`config.mk`:
```
export PLATFORM = sky130hd
export DESIGN_NAME = char_lob_to_utf8_decoder_core
export DESIGN_NICKNAME = d
export VERILOG_FILES = /design/src/rtl/cl2u8_pkg.sv /design/src/rtl/cl2u8_step.sv /design/src/rtl/char_lob_to_utf8_decoder_core.sv
export SDC_FILE = /design/constraint.sdc
export NUM_CORES = 1
export LEC_CHECK = 0
export BUFFER_PORTS_ARGS = -buffer_cell sky130_fd_sc_hd__buf_2
export CORE_MARGIN = 2
export CORE_UTILIZATION = 45
export DETAILED_ROUTE_END_ITERATION = 8
export GPL_ROUTABILITY_DRIVEN = 1
export PLACE_DENSITY = 0.67
export SYNTH_ARGS = -nofsm -noshare
export SYNTH_HDL_FRONTEND = slang
export SYNTH_SLANG_ARGS = --single-unit
```
`constraint.sdc`:
```
create_clock -name clock -period 3.05 [get_ports clock]
set_input_delay 0.4575 -clock clock [delete_from_list [all_inputs] [get_ports clock]]
set_output_delay 0.4575 -clock clock [all_outputs]
set_load 0.005 [all_outputs]
```
`src/rtl/cl2u8_pkg.sv`:
```
`default_nettype none
package cl2u8_pkg;

   typedef struct packed {
      logic [7:0] data_byte;
      logic       last;
   } req_type;

   typedef struct packed {
      logic [7:0] out_byte;
      logic       byte_valid;
      logic       out_last;
      logic [2:0] error_code;
   } rsp_type;

   typedef struct packed {
      logic [7:0] charset_form;
      logic       locator_utf16;
      logic       locator_little_endian;
   } cfg_type;

   typedef struct packed {
      logic [7:0] held_byte;
      logic       byte_parity;
      logic [9:0] pending_high;
      logic       have_high;
      logic [1:0] utf8_remaining;
      logic [2:0] second_rule;
      logic [2:0] sticky_error;
   } st_type;

   // up to four result items produced by one input beat
   typedef struct packed {
      logic [3:0][7:0] bytes;
      logic [2:0]      cnt;
      logic            data;
      logic            last;
      logic [2:0]      code;
   } grp_type;

   typedef enum logic [2:0] {
      MODE_UTF8     = 3'd0,
      MODE_BE       = 3'd1,
      MODE_LE       = 3'd2,
      MODE_BAD_FORM = 3'd6,
      MODE_BAD_LOC  = 3'd7
   } mode_type;

   localparam logic [2:0] ERR_NONE       = 3'd0;
   localparam logic [2:0] ERR_ODD        = 3'd1;
   localparam logic [2:0] ERR_TRUNC_HIGH = 3'd2;
   localparam logic [2:0] ERR_BAD_LOW    = 3'd3;
   localparam logic [2:0] ERR_LONE_LOW   = 3'd4;
   localparam logic [2:0] ERR_BAD_UTF8   = 3'd5;
   localparam logic [2:0] ERR_BAD_FORM   = 3'd6;
   localparam logic [2:0] ERR_BAD_LOC    = 3'd7;

   // range rule for the second byte of a UTF-8 sequence
   localparam logic [2:0] RULE_NONE = 3'd0;
   localparam logic [2:0] RULE_ANY  = 3'd1;
   localparam logic [2:0] RULE_E0   = 3'd2;
   localparam logic [2:0] RULE_ED   = 3'd3;
   localparam logic [2:0] RULE_F0   = 3'd4;
   localparam logic [2:0] RULE_F4   = 3'd5;

   localparam logic [7:0] FORM_LOCATOR0 = 8'd0;
   localparam logic [7:0] FORM_LOCATOR1 = 8'd1;
   localparam logic [7:0] FORM_UTF16BE  = 8'd2;

   localparam logic [1:0] REG_FORM  = 2'd0;
   localparam logic [1:0] REG_UTF16 = 2'd1;
   localparam logic [1:0] REG_LE    = 2'd2;

   localparam logic [15:0] HIGH_LO = 16'hD800;
   localparam logic [15:0] HIGH_HI = 16'hDBFF;
   localparam logic [15:0] LOW_LO  = 16'hDC00;
   localparam logic [15:0] LOW_HI  = 16'hDFFF;
   localparam logic [10:0] PLANE1  = 11'h040;

endpackage
`default_nettype wire

```
`src/rtl/cl2u8_step.sv`:
```
`default_nettype none
module cl2u8_step (
   input  cl2u8_pkg::cfg_type cfg,
   input  cl2u8_pkg::st_type  st,
   input  cl2u8_pkg::req_type item,
   output cl2u8_pkg::st_type  st_nxt,
   output cl2u8_pkg::grp_type grp
);
   import cl2u8_pkg::*;

   mode_type    mode;
   logic [7:0]  b;
   logic [15:0] unit;
   logic        cp_emit;
   logic [20:0] cp;
   logic        u8_emit;
   logic        rule_ok;
   logic [2:0]  code;
   grp_type     gen;

   always_comb begin
      if (cfg.charset_form == FORM_UTF16BE) begin
         mode = MODE_BE;
      end else if (cfg.charset_form != FORM_LOCATOR0 && cfg.charset_form != FORM_LOCATOR1) begin
         mode = MODE_BAD_FORM;
      end else if (!cfg.locator_utf16 && cfg.locator_little_endian) begin
         mode = MODE_BAD_LOC;
      end else if (cfg.locator_utf16) begin
         mode = cfg.locator_little_endian ? MODE_LE : MODE_BE;
      end else begin
         mode = MODE_UTF8;
      end
   end

   assign b    = item.data_byte;
   assign unit = (mode == MODE_BE) ? {st.held_byte, b} : {b, st.held_byte};

   always_comb begin
      case (st.second_rule)
         RULE_E0: rule_ok = b inside {[8'hA0:8'hBF]};
         RULE_ED: rule_ok = b inside {[8'h80:8'h9F]};
         RULE_F0: rule_ok = b inside {[8'h90:8'hBF]};
         RULE_F4: rule_ok = b inside {[8'h80:8'h8F]};
         default: rule_ok = b inside {[8'h80:8'hBF]};
      endcase
   end

   always_comb begin
      st_nxt  = st;
      cp_emit = 1'b0;
      cp      = {5'd0, unit};
      u8_emit = 1'b0;
      if (st.sticky_error == ERR_NONE) begin
         if (mode == MODE_BAD_FORM) begin
            st_nxt.sticky_error = ERR_BAD_FORM;
         end else if (mode == MODE_BAD_LOC) begin
            st_nxt.sticky_error = ERR_BAD_LOC;
         end else if (mode != MODE_UTF8) begin
            if (!st.byte_parity) begin
               st_nxt.held_byte = b;
            end else if (st.have_high) begin
               st_nxt.have_high = 1'b0;
               if (!(unit inside {[LOW_LO:LOW_HI]})) begin
                  st_nxt.sticky_error = ERR_BAD_LOW;
               end else begin
                  cp_emit = 1'b1;
                  cp      = {st.pending_high + PLANE1, unit[9:0]};
               end
            end else if (unit inside {[HIGH_LO:HIGH_HI]}) begin
               st_nxt.pending_high = unit[9:0];
               st_nxt.have_high    = 1'b1;
            end else if (unit inside {[LOW_LO:LOW_HI]}) begin
               st_nxt.sticky_error = ERR_LONE_LOW;
            end else begin
               cp_emit = 1'b1;
            end
         end else if (st.utf8_remaining != 2'd0) begin
            if (!rule_ok) begin
               st_nxt.sticky_error = ERR_BAD_UTF8;
            end else begin
               st_nxt.second_rule    = RULE_NONE;
               st_nxt.utf8_remaining = st.utf8_remaining - 2'd1;
               u8_emit               = 1'b1;
            end
         end else begin
            u8_emit = 1'b1;
            if (b inside {[8'h00:8'h7F]}) begin
               u8_emit = 1'b1;
            end else if (b inside {[8'hC2:8'hDF]}) begin
               st_nxt.utf8_remaining = 2'd1;
               st_nxt.second_rule    = RULE_ANY;
            end else if (b == 8'hE0) begin
               st_nxt.utf8_remaining = 2'd2;
               st_nxt.second_rule    = RULE_E0;
            end else if (b == 8'hED) begin
               st_nxt.utf8_remaining = 2'd2;
               st_nxt.second_rule    = RULE_ED;
            end else if (b inside {[8'hE1:8'hEF]}) begin
               st_nxt.utf8_remaining = 2'd2;
               st_nxt.second_rule    = RULE_ANY;
            end else if (b == 8'hF0) begin
               st_nxt.utf8_remaining = 2'd3;
               st_nxt.second_rule    = RULE_F0;
            end else if (b == 8'hF4) begin
               st_nxt.utf8_remaining = 2'd3;
               st_nxt.second_rule    = RULE_F4;
            end else if (b inside {[8'hF1:8'hF3]}) begin
               st_nxt.utf8_remaining = 2'd3;
               st_nxt.second_rule    = RULE_ANY;
            end else begin
               st_nxt.sticky_error = ERR_BAD_UTF8;
               u8_emit             = 1'b0;
            end
         end
      end
      st_nxt.byte_parity = ~st.byte_parity;
   end

   // UTF-8 encoding of the joined code point, or the passthrough byte
   always_comb begin
      gen      = '0;
      gen.data = 1'b1;
      if (u8_emit) begin
         gen.cnt      = 3'd1;
         gen.bytes[0] = b;
      end else if (cp_emit) begin
         if (cp < 21'h80) begin
            gen.cnt      = 3'd1;
            gen.bytes[0] = {1'b0, cp[6:0]};
         end else if (cp < 21'h800) begin
            gen.cnt      = 3'd2;
            gen.bytes[0] = {3'b110, cp[10:6]};
            gen.bytes[1] = {2'b10, cp[5:0]};
         end else if (cp < 21'h10000) begin
            gen.cnt      = 3'd3;
            gen.bytes[0] = {4'b1110, cp[15:12]};
            gen.bytes[1] = {2'b10, cp[11:6]};
            gen.bytes[2] = {2'b10, cp[5:0]};
         end else begin
            gen.cnt      = 3'd4;
            gen.bytes[0] = {5'b11110, cp[20:18]};
            gen.bytes[1] = {2'b10, cp[17:12]};
            gen.bytes[2] = {2'b10, cp[11:6]};
            gen.bytes[3] = {2'b10, cp[5:0]};
         end
      end
   end

   // end-of-payload code, taken on the updated state
   always_comb begin
      if (mode == MODE_BAD_FORM) begin
         code = ERR_BAD_FORM;
      end else if (mode == MODE_BAD_LOC) begin
         code = ERR_BAD_LOC;
      end else if (mode != MODE_UTF8) begin
         if (st_nxt.byte_parity) code = ERR_ODD;
         else if (st_nxt.sticky_error != ERR_NONE) code = st_nxt.sticky_error;
         else if (st_nxt.have_high) code = ERR_TRUNC_HIGH;
         else code = ERR_NONE;
      end else begin
         if (st_nxt.sticky_error != ERR_NONE) code = st_nxt.sticky_error;
         else if (st_nxt.utf8_remaining != 2'd0) code = ERR_BAD_UTF8;
         else code = ERR_NONE;
      end
   end

   always_comb begin
      grp = gen;
      if (item.last) begin
         grp.last = 1'b1;
         grp.code = code;
         if (gen.cnt == 3'd0) begin
            grp.cnt  = 3'd1;
            grp.data = 1'b0;
         end
      end
   end

endmodule
`default_nettype wire

```
`src/rtl/char_lob_to_utf8_decoder_core.sv`:
```
`default_nettype none
// Channel  Direction  Handshake                     Beat
// req      in         req_valid / req_ready         req_data (data_byte, last)
// rsp      out        rsp_valid / rsp_ready         rsp_data (out_byte, byte_valid,
//                                                   out_last, error_code)
// csr      in/out     psel, penable, pwrite, pready  paddr, pwdata, prdata
//
// A req beat is held in the input register; its up to 4 result beats are then
// loaded into the result group register and leave one per cycle while rsp_ready
// is high. The single rsp port moves one byte per cycle, so the next req beat
// waits in the input register until the group has drained. A new req beat is taken while the
// last result of the previous group is still waiting. Reset is synchronous and
// clears registers, decoder state and both stages; rsp_ready low holds the group.
module char_lob_to_utf8_decoder_core (
   input  wire                  clock,
   input  wire                  reset,
   input  wire                  req_valid,
   output logic                 req_ready,
   input  cl2u8_pkg::req_type   req_data,
   output logic                 rsp_valid,
   input  wire                  rsp_ready,
   output cl2u8_pkg::rsp_type   rsp_data,
   input  wire                  psel,
   input  wire                  penable,
   input  wire                  pwrite,
   input  wire  [3:0]           paddr,
   input  wire  [31:0]          pwdata,
   output logic [31:0]          prdata,
   output logic                 pready
);
   import cl2u8_pkg::*;

   cfg_type cfg_ff, cfg_in;
   st_type  st_ff, st_in, st_nxt;
   grp_type grp_ff, grp_in, grp_nxt;
   req_type in_data_ff, in_data_in;
   logic    in_vld_ff, in_vld_in;
   logic [1:0] idx_ff, idx_in;
   logic [1:0] reg_idx;
   logic    wr;
   logic    take, at_end, grp_free, move, final_beat;

   // configuration port
   assign pready  = 1'b1;
   assign reg_idx = paddr[3:2];
   assign wr      = psel && penable && pwrite;

   always_comb begin
      cfg_in = cfg_ff;
      if (wr) begin
         case (reg_idx)
            REG_FORM:  cfg_in.charset_form          = pwdata[7:0];
            REG_UTF16: cfg_in.locator_utf16         = pwdata[0];
            REG_LE:    cfg_in.locator_little_endian = pwdata[0];
            default:   cfg_in = cfg_ff;
         endcase
      end
   end

   always_comb begin
      case (reg_idx)
         REG_FORM:  prdata = {24'd0, cfg_ff.charset_form};
         REG_UTF16: prdata = {31'd0, cfg_ff.locator_utf16};
         REG_LE:    prdata = {31'd0, cfg_ff.locator_little_endian};
         default:   prdata = 32'd0;
      endcase
   end

   // datapath
   cl2u8_step u_step (
      .cfg    (cfg_ff),
      .st     (st_ff),
      .item   (in_data_ff),
      .st_nxt (st_nxt),
      .grp    (grp_nxt)
   );

   assign rsp_valid = grp_ff.cnt != 3'd0;
   assign take      = rsp_valid && rsp_ready;
   assign at_end    = {1'b0, idx_ff} == grp_ff.cnt - 3'd1;
   assign grp_free  = !rsp_valid || (take && at_end);
   assign move      = in_vld_ff && grp_free;
   assign req_ready = !in_vld_ff || move;

   assign final_beat          = grp_ff.last && at_end;
   assign rsp_data.out_byte   = grp_ff.data ? grp_ff.bytes[idx_ff] : 8'd0;
   assign rsp_data.byte_valid = grp_ff.data;
   assign rsp_data.out_last   = final_beat;
   assign rsp_data.error_code = final_beat ? grp_ff.code : ERR_NONE;

   always_comb begin
      in_vld_in  = in_vld_ff;
      in_data_in = in_data_ff;
      if (req_valid && req_ready) begin
         in_vld_in  = 1'b1;
         in_data_in = req_data;
      end else if (move) begin
         in_vld_in = 1'b0;
      end
      // end of payload: decoder state returns to its reset values
      st_in = st_ff;
      if (move && in_data_ff.last) begin
         st_in = '0;
      end else if (move) begin
         st_in = st_nxt;
      end
      grp_in = grp_ff;
      idx_in = idx_ff;
      if (move) begin
         grp_in = grp_nxt;
         idx_in = 2'd0;
      end else if (take && at_end) begin
         grp_in.cnt = 3'd0;
         idx_in     = 2'd0;
      end else if (take) begin
         idx_in = idx_ff + 2'd1;
      end
   end

   always_ff @(posedge clock) begin
      if (reset) begin
         cfg_ff    <= '0;
         st_ff     <= '0;
         grp_ff    <= '0;
         in_vld_ff <= 1'b0;
         idx_ff    <= 2'd0;
      end else begin
         cfg_ff    <= cfg_in;
         st_ff     <= st_in;
         grp_ff    <= grp_in;
         in_vld_ff <= in_vld_in;
         idx_ff    <= idx_in;
      end
   end

   always_ff @(posedge clock) begin
      in_data_ff <= in_data_in;
   end

endmodule
`default_nettype wire

```
Word-level counts from Yosys, hierarchy flattened
Cells that the tools add are included.
W data, S select, Z words.
{"block": "classes", "n_mux": 99, "reduce_logical": 46, "n_bitwise": 5, "n_lt_le_gt_ge": 22, "n_addsub": 4, "n_eq_ne": 18}
{"op": "$mux W21", "count": 7}
{"op": "$mux W3", "count": 30}
{"op": "$ge A8 B8 Y1 const B", "count": 6}
{"op": "$le A8 B8 Y1 const B", "count": 6}
{"op": "$mux W24", "count": 2}
{"op": "$mux W8", "count": 6}
{"op": "$mux W5", "count": 9}
{"op": "$mux W35", "count": 1}
{"op": "$eq A8 B8 Y1 const B", "count": 4}
{"op": "$ge A16 B16 Y1 const B", "count": 2}
{"op": "$le A16 B16 Y1 const B", "count": 2}
{"op": "$mux W16", "count": 2}
{"op": "$mux W1", "count": 29}
{"op": "$mux W25", "count": 1}
{"op": "$pmux W8 S3", "count": 1}
{"op": "$mux W11", "count": 2}
{"op": "$logic_and A1 B1 Y1", "count": 21}
{"op": "$lt A21 B12 Y1 const B", "count": 1}
{"op": "$lt A21 B17 Y1 const B", "count": 1}
{"op": "$lt A21 B8 Y1 const B", "count": 1}
{"op": "$mux W19", "count": 1}
{"op": "$bmux W8 S2", "count": 1}
{"op": "$reduce_and A8 Y1", "count": 2}
{"op": "$reduce_bool A8 Y1", "count": 2}
{"op": "32 further kinds", "count": 54}
{"block": "totals", "inputBits": 52, "elab_cells": 216, "output_inout_bits": 48, "register_bits": 90}

Longest topological paths before layout
{"block": "depth", "ltp_word": 26, "mapped_depth": 13, "depth_no_buf": 10}

Modules after synthesis
Synthesis repeated with hierarchy kept, for this count alone.
{"block": "hier_totals", "hier_cells": 770, "area_unflattened_um2": 6084.6}
{"module": "char_lob_to_utf8_decoder_core", "cells_each": 428, "area_per_inst_um2": 3935.0, "instances": 1, "seq_area_each_um2": 1891.8}
{"module": "cl2u8_step", "cells_each": 342, "area_per_inst_um2": 2149.6, "instances": 1, "seq_area_each_um2": 0.0}

Worst setup path after synthesis
Ideal clock, no wire load.
{"block": "synth_timing", "path_type": "reg2reg", "startpoint": "register cfg_ff[1] in the netlist's numbering", "endpoint": "register grp_ff[21] in the netlist's numbering", "slack_ps": 382, "stages_incl_launch_ff": 13, "required_ps": 2967, "n_path_buf": 2, "setup_ps": 83, "t_arrival_ps": 2585, "period_less_slack_ps": 2668, "cell_sequence": "dfxtp_1 inv_1 ha_1 nor4_4 o211ai_4 buf_6 mux2i_1 a41oi_1 nor2_2 and3_1 buf_6 or3_4 o31ai_4"}
{"block": "synth_via", "elab_chain_len": 22, "elab_cells_between_ends": 45, "cone_classes": "order compare: 7; eq/ne: 3; mux: 30; reduce/logical: 5"}
{"item": "start, declared", "line": "char_lob_to_utf8_decoder_core.sv:33", "source": "cfg_type cfg_ff, cfg_in;"}
{"item": "start signal, assigned", "line": "char_lob_to_utf8_decoder_core.sv:128", "source": "cfg_ff <= cfg_in;"}
{"item": "$logic_not A1 Y1", "line": "cl2u8_step.sv:26", "source": "end else if (!cfg.locator_utf16 && cfg.locator_little_endian) begin"}
{"item": "$logic_and A1 B1 Y1", "line": "cl2u8_step.sv:26"}
{"item": "$mux W3 *", "line": "cl2u8_step.sv:26"}
{"item": "$mux W3 *", "line": "cl2u8_step.sv:24", "source": "end else if (cfg.charset_form != FORM_LOCATOR0 && cfg.charset_form != FORM_LOCATOR1) begin"}
{"item": "$mux W3 *", "line": "cl2u8_step.sv:22", "source": "if (cfg.charset_form == FORM_UTF16BE) begin"}
{"item": "$eq A3 B1 Y1", "line": "cl2u8_step.sv:36", "source": "assign unit = (mode == MODE_BE) ? {st.held_byte, b} : {b, st.held_byte};"}
{"item": "$mux W16", "line": "cl2u8_step.sv:36"}
{"item": "$ge A16 B16 Y1 or $le A16 B16 Y1 (tied branches)", "line": "cl2u8_step.sv:63, cl2u8_step.sv:72"}
{"item": "(+6 left out)"}
{"item": "$mux W21", "line": "cl2u8_step.sv:54", "source": "if (mode == MODE_BAD_FORM) begin"}
{"item": "$mux W21", "line": "cl2u8_step.sv:53", "source": "if (st.sticky_error == ERR_NONE) begin"}
{"item": "$lt A21 B17 Y1", "line": "cl2u8_step.sv:134", "source": "end else if (cp < 21'h10000) begin"}
{"item": "$mux W25", "line": "cl2u8_step.sv:134"}
{"item": "$mux W19", "line": "cl2u8_step.sv:130", "source": "end else if (cp < 21'h800) begin"}
{"item": "$mux W24", "line": "cl2u8_step.sv:127", "source": "if (cp < 21'h80) begin"}
{"item": "$mux W35", "line": "cl2u8_step.sv:126", "source": "end else if (cp_emit) begin"}
{"item": "$mux W24 *", "line": "cl2u8_step.sv:123", "source": "if (u8_emit) begin"}
{"item": "end signal, assigned", "line": "char_lob_to_utf8_decoder_core.sv:130", "source": "grp_ff <= grp_in;"}
{"item": "end, declared", "line": "char_lob_to_utf8_decoder_core.sv:35", "source": "grp_type grp_ff, grp_in, grp_nxt;"}
Mark *: on every way between the ends. The rest lies on a longest branch, timed or not.
A chain may end at the register's enable or synchronous reset.

Worst setup path in the final report
{"block": "layout_timing", "startpoint": "register cfg_ff[0] in the netlist's numbering", "endpoint": "register grp_ff[21] in the netlist's numbering"}
{"block": "layout_via", "elab_chain_len": 22, "elab_cells_between_ends": 45, "cone_classes": "order compare: 7; eq/ne: 3; mux: 31; reduce/logical: 4"}
{"item": "$mux W2", "line": "cl2u8_step.sv:29", "source": "mode = cfg.locator_little_endian ? MODE_LE : MODE_BE;"}
{"item": "$mux W3", "line": "cl2u8_step.sv:28", "source": "end else if (cfg.locator_utf16) begin"}
{"item": "$mux W3 *", "line": "cl2u8_step.sv:26"}
{"item": "$mux W3 *", "line": "cl2u8_step.sv:24"}
{"item": "$mux W3 *", "line": "cl2u8_step.sv:22"}
{"item": "$eq A3 B1 Y1", "line": "cl2u8_step.sv:36"}
{"item": "$mux W16", "line": "cl2u8_step.sv:36"}
{"item": "$ge A16 B16 Y1 or $le A16 B16 Y1 (tied branches)", "line": "cl2u8_step.sv:63, cl2u8_step.sv:72"}
{"item": "(+6 left out)"}
{"item": "$mux W21", "line": "cl2u8_step.sv:54"}
{"item": "$mux W21", "line": "cl2u8_step.sv:53"}
{"item": "$lt A21 B17 Y1", "line": "cl2u8_step.sv:134"}
{"item": "$mux W25", "line": "cl2u8_step.sv:134"}
{"item": "$mux W19", "line": "cl2u8_step.sv:130"}
{"item": "$mux W24", "line": "cl2u8_step.sv:127"}
{"item": "$mux W35", "line": "cl2u8_step.sv:126"}
{"item": "$mux W24 *", "line": "cl2u8_step.sv:123"}
Marks and branches as above.

==> flow_metrics.env <==
export IMPL_startpoint="cfg_ff[0]"
export IMPL_outcome="completed"
export IMPL_cts_tree="yes"
export IMPL_drv_slew=0
export IMPL_cts_hold_buf=0
export IMPL_grt_remaining_overflow=0
export IMPL_multi_input_area_mm2=0.00330
export IMPL_p_total_uw=2660
export IMPL_regArea_mm2=0.00183
export IMPL_synth_area_per_cell_um2=8.58
export IMPL_arrival_ns=3.21
export IMPL_timing_rr_end="grp_ff[21]"
export IMPL_io_pins=100
export IMPL_ys_flop_type="dfxtp_1"
export IMPL_track_usage_pct=22.3
export IMPL_dieHeight_um=114
export IMPL_route_detailed_drc=0
export IMPL_slowest_stage="or3_4"
export IMPL_finalClockSkew_ns=0.0125
export IMPL_finalCritPeriodShare_pct=96.6
export IMPL_clock_tree_root_cell="clkbuf_16"
export IMPL_total_leakage_power_uw=0.00246
export IMPL_yosysSeqAreaShare_pct=33.8
export IMPL_synth_seq_cells=87
export IMPL_area_growth_pct=14.4
export IMPL_fin_cells=838
export IMPL_clk_path_buf_depth=2
export IMPL_drv_cap=0
export IMPL_vdd_drop_max_mv=0.369
export IMPL_vias_per_cell=5.68
export IMPL_numPortBuffers=48
export IMPL_syn_inst=631
export IMPL_top_layer="met4"
export IMPL_avgRoutedWirePerCell_um=17.0
export IMPL_p_comb_share_pct=15.0
export IMPL_seq_power_share_pct=46.1
export IMPL_regToRegStartpoint="cfg_ff[0]"
export IMPL_yosysWarnings=0
export IMPL_hpwlAfterDp_mm=10.5
export IMPL_die_area_mm2=0.0129
export IMPL_synthDistinctLibCells=78
export IMPL_setup_viol=0
export IMPL_slowest_delay_ns=0.41
export IMPL_path_max_fanout=6
export IMPL_intPower_uw=1940
export IMPL_grt_pass1_wl_mm=22.8
export IMPL_start_kind="flip-flop"
export IMPL_cp_top_family="simple AND/OR/NAND/NOR gates"
export IMPL_ys_async_sr_fraction_pct=0
export IMPL_yosys_area_top_type="dfxtp_1"
export IMPL_drive_gt1_share_pct=22.0
export IMPL_r2r_slack_ns=0.10
export IMPL_fin_area_mm2=0.00619
export IMPL_synth_top_cell_area_share_pct=28.9
export IMPL_clock_power_share_pct=38.9
export IMPL_num_fill_cells=1153
export IMPL_synth_area_mm2=0.00541
export IMPL_routed_wl_mm=14.3
export IMPL_worstSetupPathType="reg2reg"
export IMPL_wl_met1_mm=6.73
export IMPL_wl_met2_mm=6.45
export IMPL_cp_endpoint="grp_ff[21]"
export IMPL_worstMarginPinSlew_ns=0.899
export IMPL_synth_commonest_cells="nor2_1, dfxtp_1, a21oi_1, mux2i_1, nand2_1"
export IMPL_dp_cells=815
export IMPL_finalHoldViolations=0
export IMPL_finalSetupTns_ns=0
export IMPL_fp_dieW_um=114
export IMPL_drt_initial_drc_count=428
export IMPL_cts_made_buffers=9
export IMPL_diodes=0
export IMPL_layout_min_cycle_time_ns=2.95
export IMPL_clock_latency_ns=0.35
export IMPL_worstPathRequired_ns=3.32
export IMPL_cp_end_kind="flip-flop"
export IMPL_synth_enable_flop_cells=9
export IMPL_place_area_mm2=0.00579
export IMPL_worstPathCellList="ha_1 > nor4_4 > buf_4 > o211ai_4 > buf_12 > mux2i_4 > buf_4 > a41oi_2 > nor2_4 > and3_2 > or3_4 > o31ai_4"
export IMPL_gp_congestion=0.938
export IMPL_vias=4760
export IMPL_fp_row_count=40
export IMPL_drt_pass1_iterations=5
export IMPL_antenna_found_initial=0
export IMPL_slew_headroom_pct=40.1
export IMPL_swShare_pct=27.0
export IMPL_ff2ff_path_depth=12
export IMPL_ys_top_cells_by_area="dfxtp_1, mux2i_1, nor2_1"
export IMPL_cp_depth=12
export IMPL_cp_common_cell="buf_4"
export IMPL_grt_max_degree=49
export IMPL_htreeDepth=3
export IMPL_final_nets=744
export IMPL_yosysMostFrequentCell="nor2_1"
export IMPL_max_freq_mhz=339
export IMPL_cts_sinks=87
export IMPL_switchingPower_uw=719
export IMPL_crit_buf_inv=3
export IMPL_grt_pass1_vias=4492
export IMPL_coreArea_mm2=0.0119
export IMPL_min_path_type="in2reg"
export IMPL_clk_pin_slew_ns=0.06
export IMPL_drtAntennaViolNets=0
export IMPL_wl_met3_um=742
export IMPL_power_density_mw_per_mm2=429
export IMPL_initial_core_util_pct=45.6
## cell families after synthesis
logic type                 after synthesis  synth area share [%]
adders and majority gates                6                  1.39
xor gates and xnor gates                 7                  1.13
muxes                                   57                  12.6
buffers and inverters                   76                  8.02
AOI/OAI and AO/OA                      143                  17.8
and+or+nand+nor                        253                  25.0
DFF                                     87                  33.8
other                                    2                 0.139
## power by group through the flow
stage | combinational (uW) | sequential, uW | clock (uW)
final | 399 | 1230 | 1030
after global routing | 437 | 1230 | 1110
after CTS | 382 | 1230 | 1050
after global placement | 374 | 1250 | 0
after detailed placement | 379 | 1250 | 0
after floorplan | 298 | 1230 | 0
## how the worst min path moves through the flow
stage / startpoint / endpoint / slack (ns) / cells after the start
floorplan: grp_ff[20] / grp_ff[20] / 0.42 / 2
global placement: grp_ff[14] / grp_ff[14] / 0.43 / 2
detailed placement: grp_ff[31] / grp_ff[31] / 0.44 / 2
CTS: req_data[3] / in_data_ff[3] / 0.27 / 1
global route: req_data[1] / in_data_ff[1] / 0.27 / 1
finish: req_data[4] / in_data_ff[4] / 0.28 / 1
## timing repair
| action | CTS | global route |
|---|---|---|
| gates resized for setup | 0 | 14 |
| endpoints found under the setup margin | 2 | 30 |
| pin swaps | 1 | 4 |
| hold endpoints to repair | 0 | 0 |
| cloned | 0 | 1 |
| buffers inserted | 1 | 5 |
## per-layer routing
metal,vias up,global-route usage [%]
li1,2344,-
met1,2237,30.8
met2,150,34.3
met3,29,5.95
met4,0,6.75
met5,-,0
## placed cells by master, fill, tap and decap left out, types with 5 or more instances in the layout
| cell type | Yosys | layout |
|---|---|---|
| nor2_1 | 90 | 90 |
| dfxtp_1 | 78 | 76 |
| a21oi_1 | 49 | 48 |
| buf_2 | 8 | 48 |
| mux2i_1 | 39 | 39 |
| nand2_1 | 37 | 37 |
| buf_4 | 29 | 34 |
| o21ai_0 | 29 | 28 |
| conb_1 | 2 | 25 |
| and2_1 | 21 | 20 |
| nand3_1 | 17 | 17 |
| nor3_1 | 17 | 17 |
| inv_1 | 11 | 11 |
| mux2_2 | 10 | 10 |
| a22oi_1 | 10 | 10 |
| and3_1 | 10 | 9 |
| clkbuf_16 | 0 | 9 |
| edfxtp_1 | 9 | 9 |
| a31oi_1 | 8 | 8 |
| nor4_1 | 9 | 8 |
| mux4_2 | 7 | 7 |
| nand4_1 | 7 | 7 |
| nor3b_1 | 7 | 6 |
| ha_1 | 6 | 5 |
## flip-flops by register name, summed over array words and instances (netlist names)
register,count
grp_ff,36
cfg_ff,10
idx_ff,2
in_vld_ff,1
in_data_ff,9
rsp_data,1
st_ff,28
## area by class of cell
| cell class | instances | share of cell area, % |
|---|---|---|
| multi-input combinational | 492 | 53.3 |
| clock buffer | 13 | 4.20 |
| tap | 147 | 2.97 |
| clock inverter | 3 | 0.303 |
| timing repair buffer | 85 | 8.97 |
| sequential | 87 | 29.6 |
| inverter | 11 | 0.667 |
## stage by stage
step	utilization (%)	hold slack (ns)	setup slack, ns
final	52.2	0.281	0.104
after global routing	52.2	0.265	-0.0495
after CTS	51.2	0.273	0.0113
after detailed placement	48.8	0.445	0.00479
after global placement	48.8	0.435	0.0764
after floorplan	-	0.420	0.382
Power figures use the tool's default switching activity.
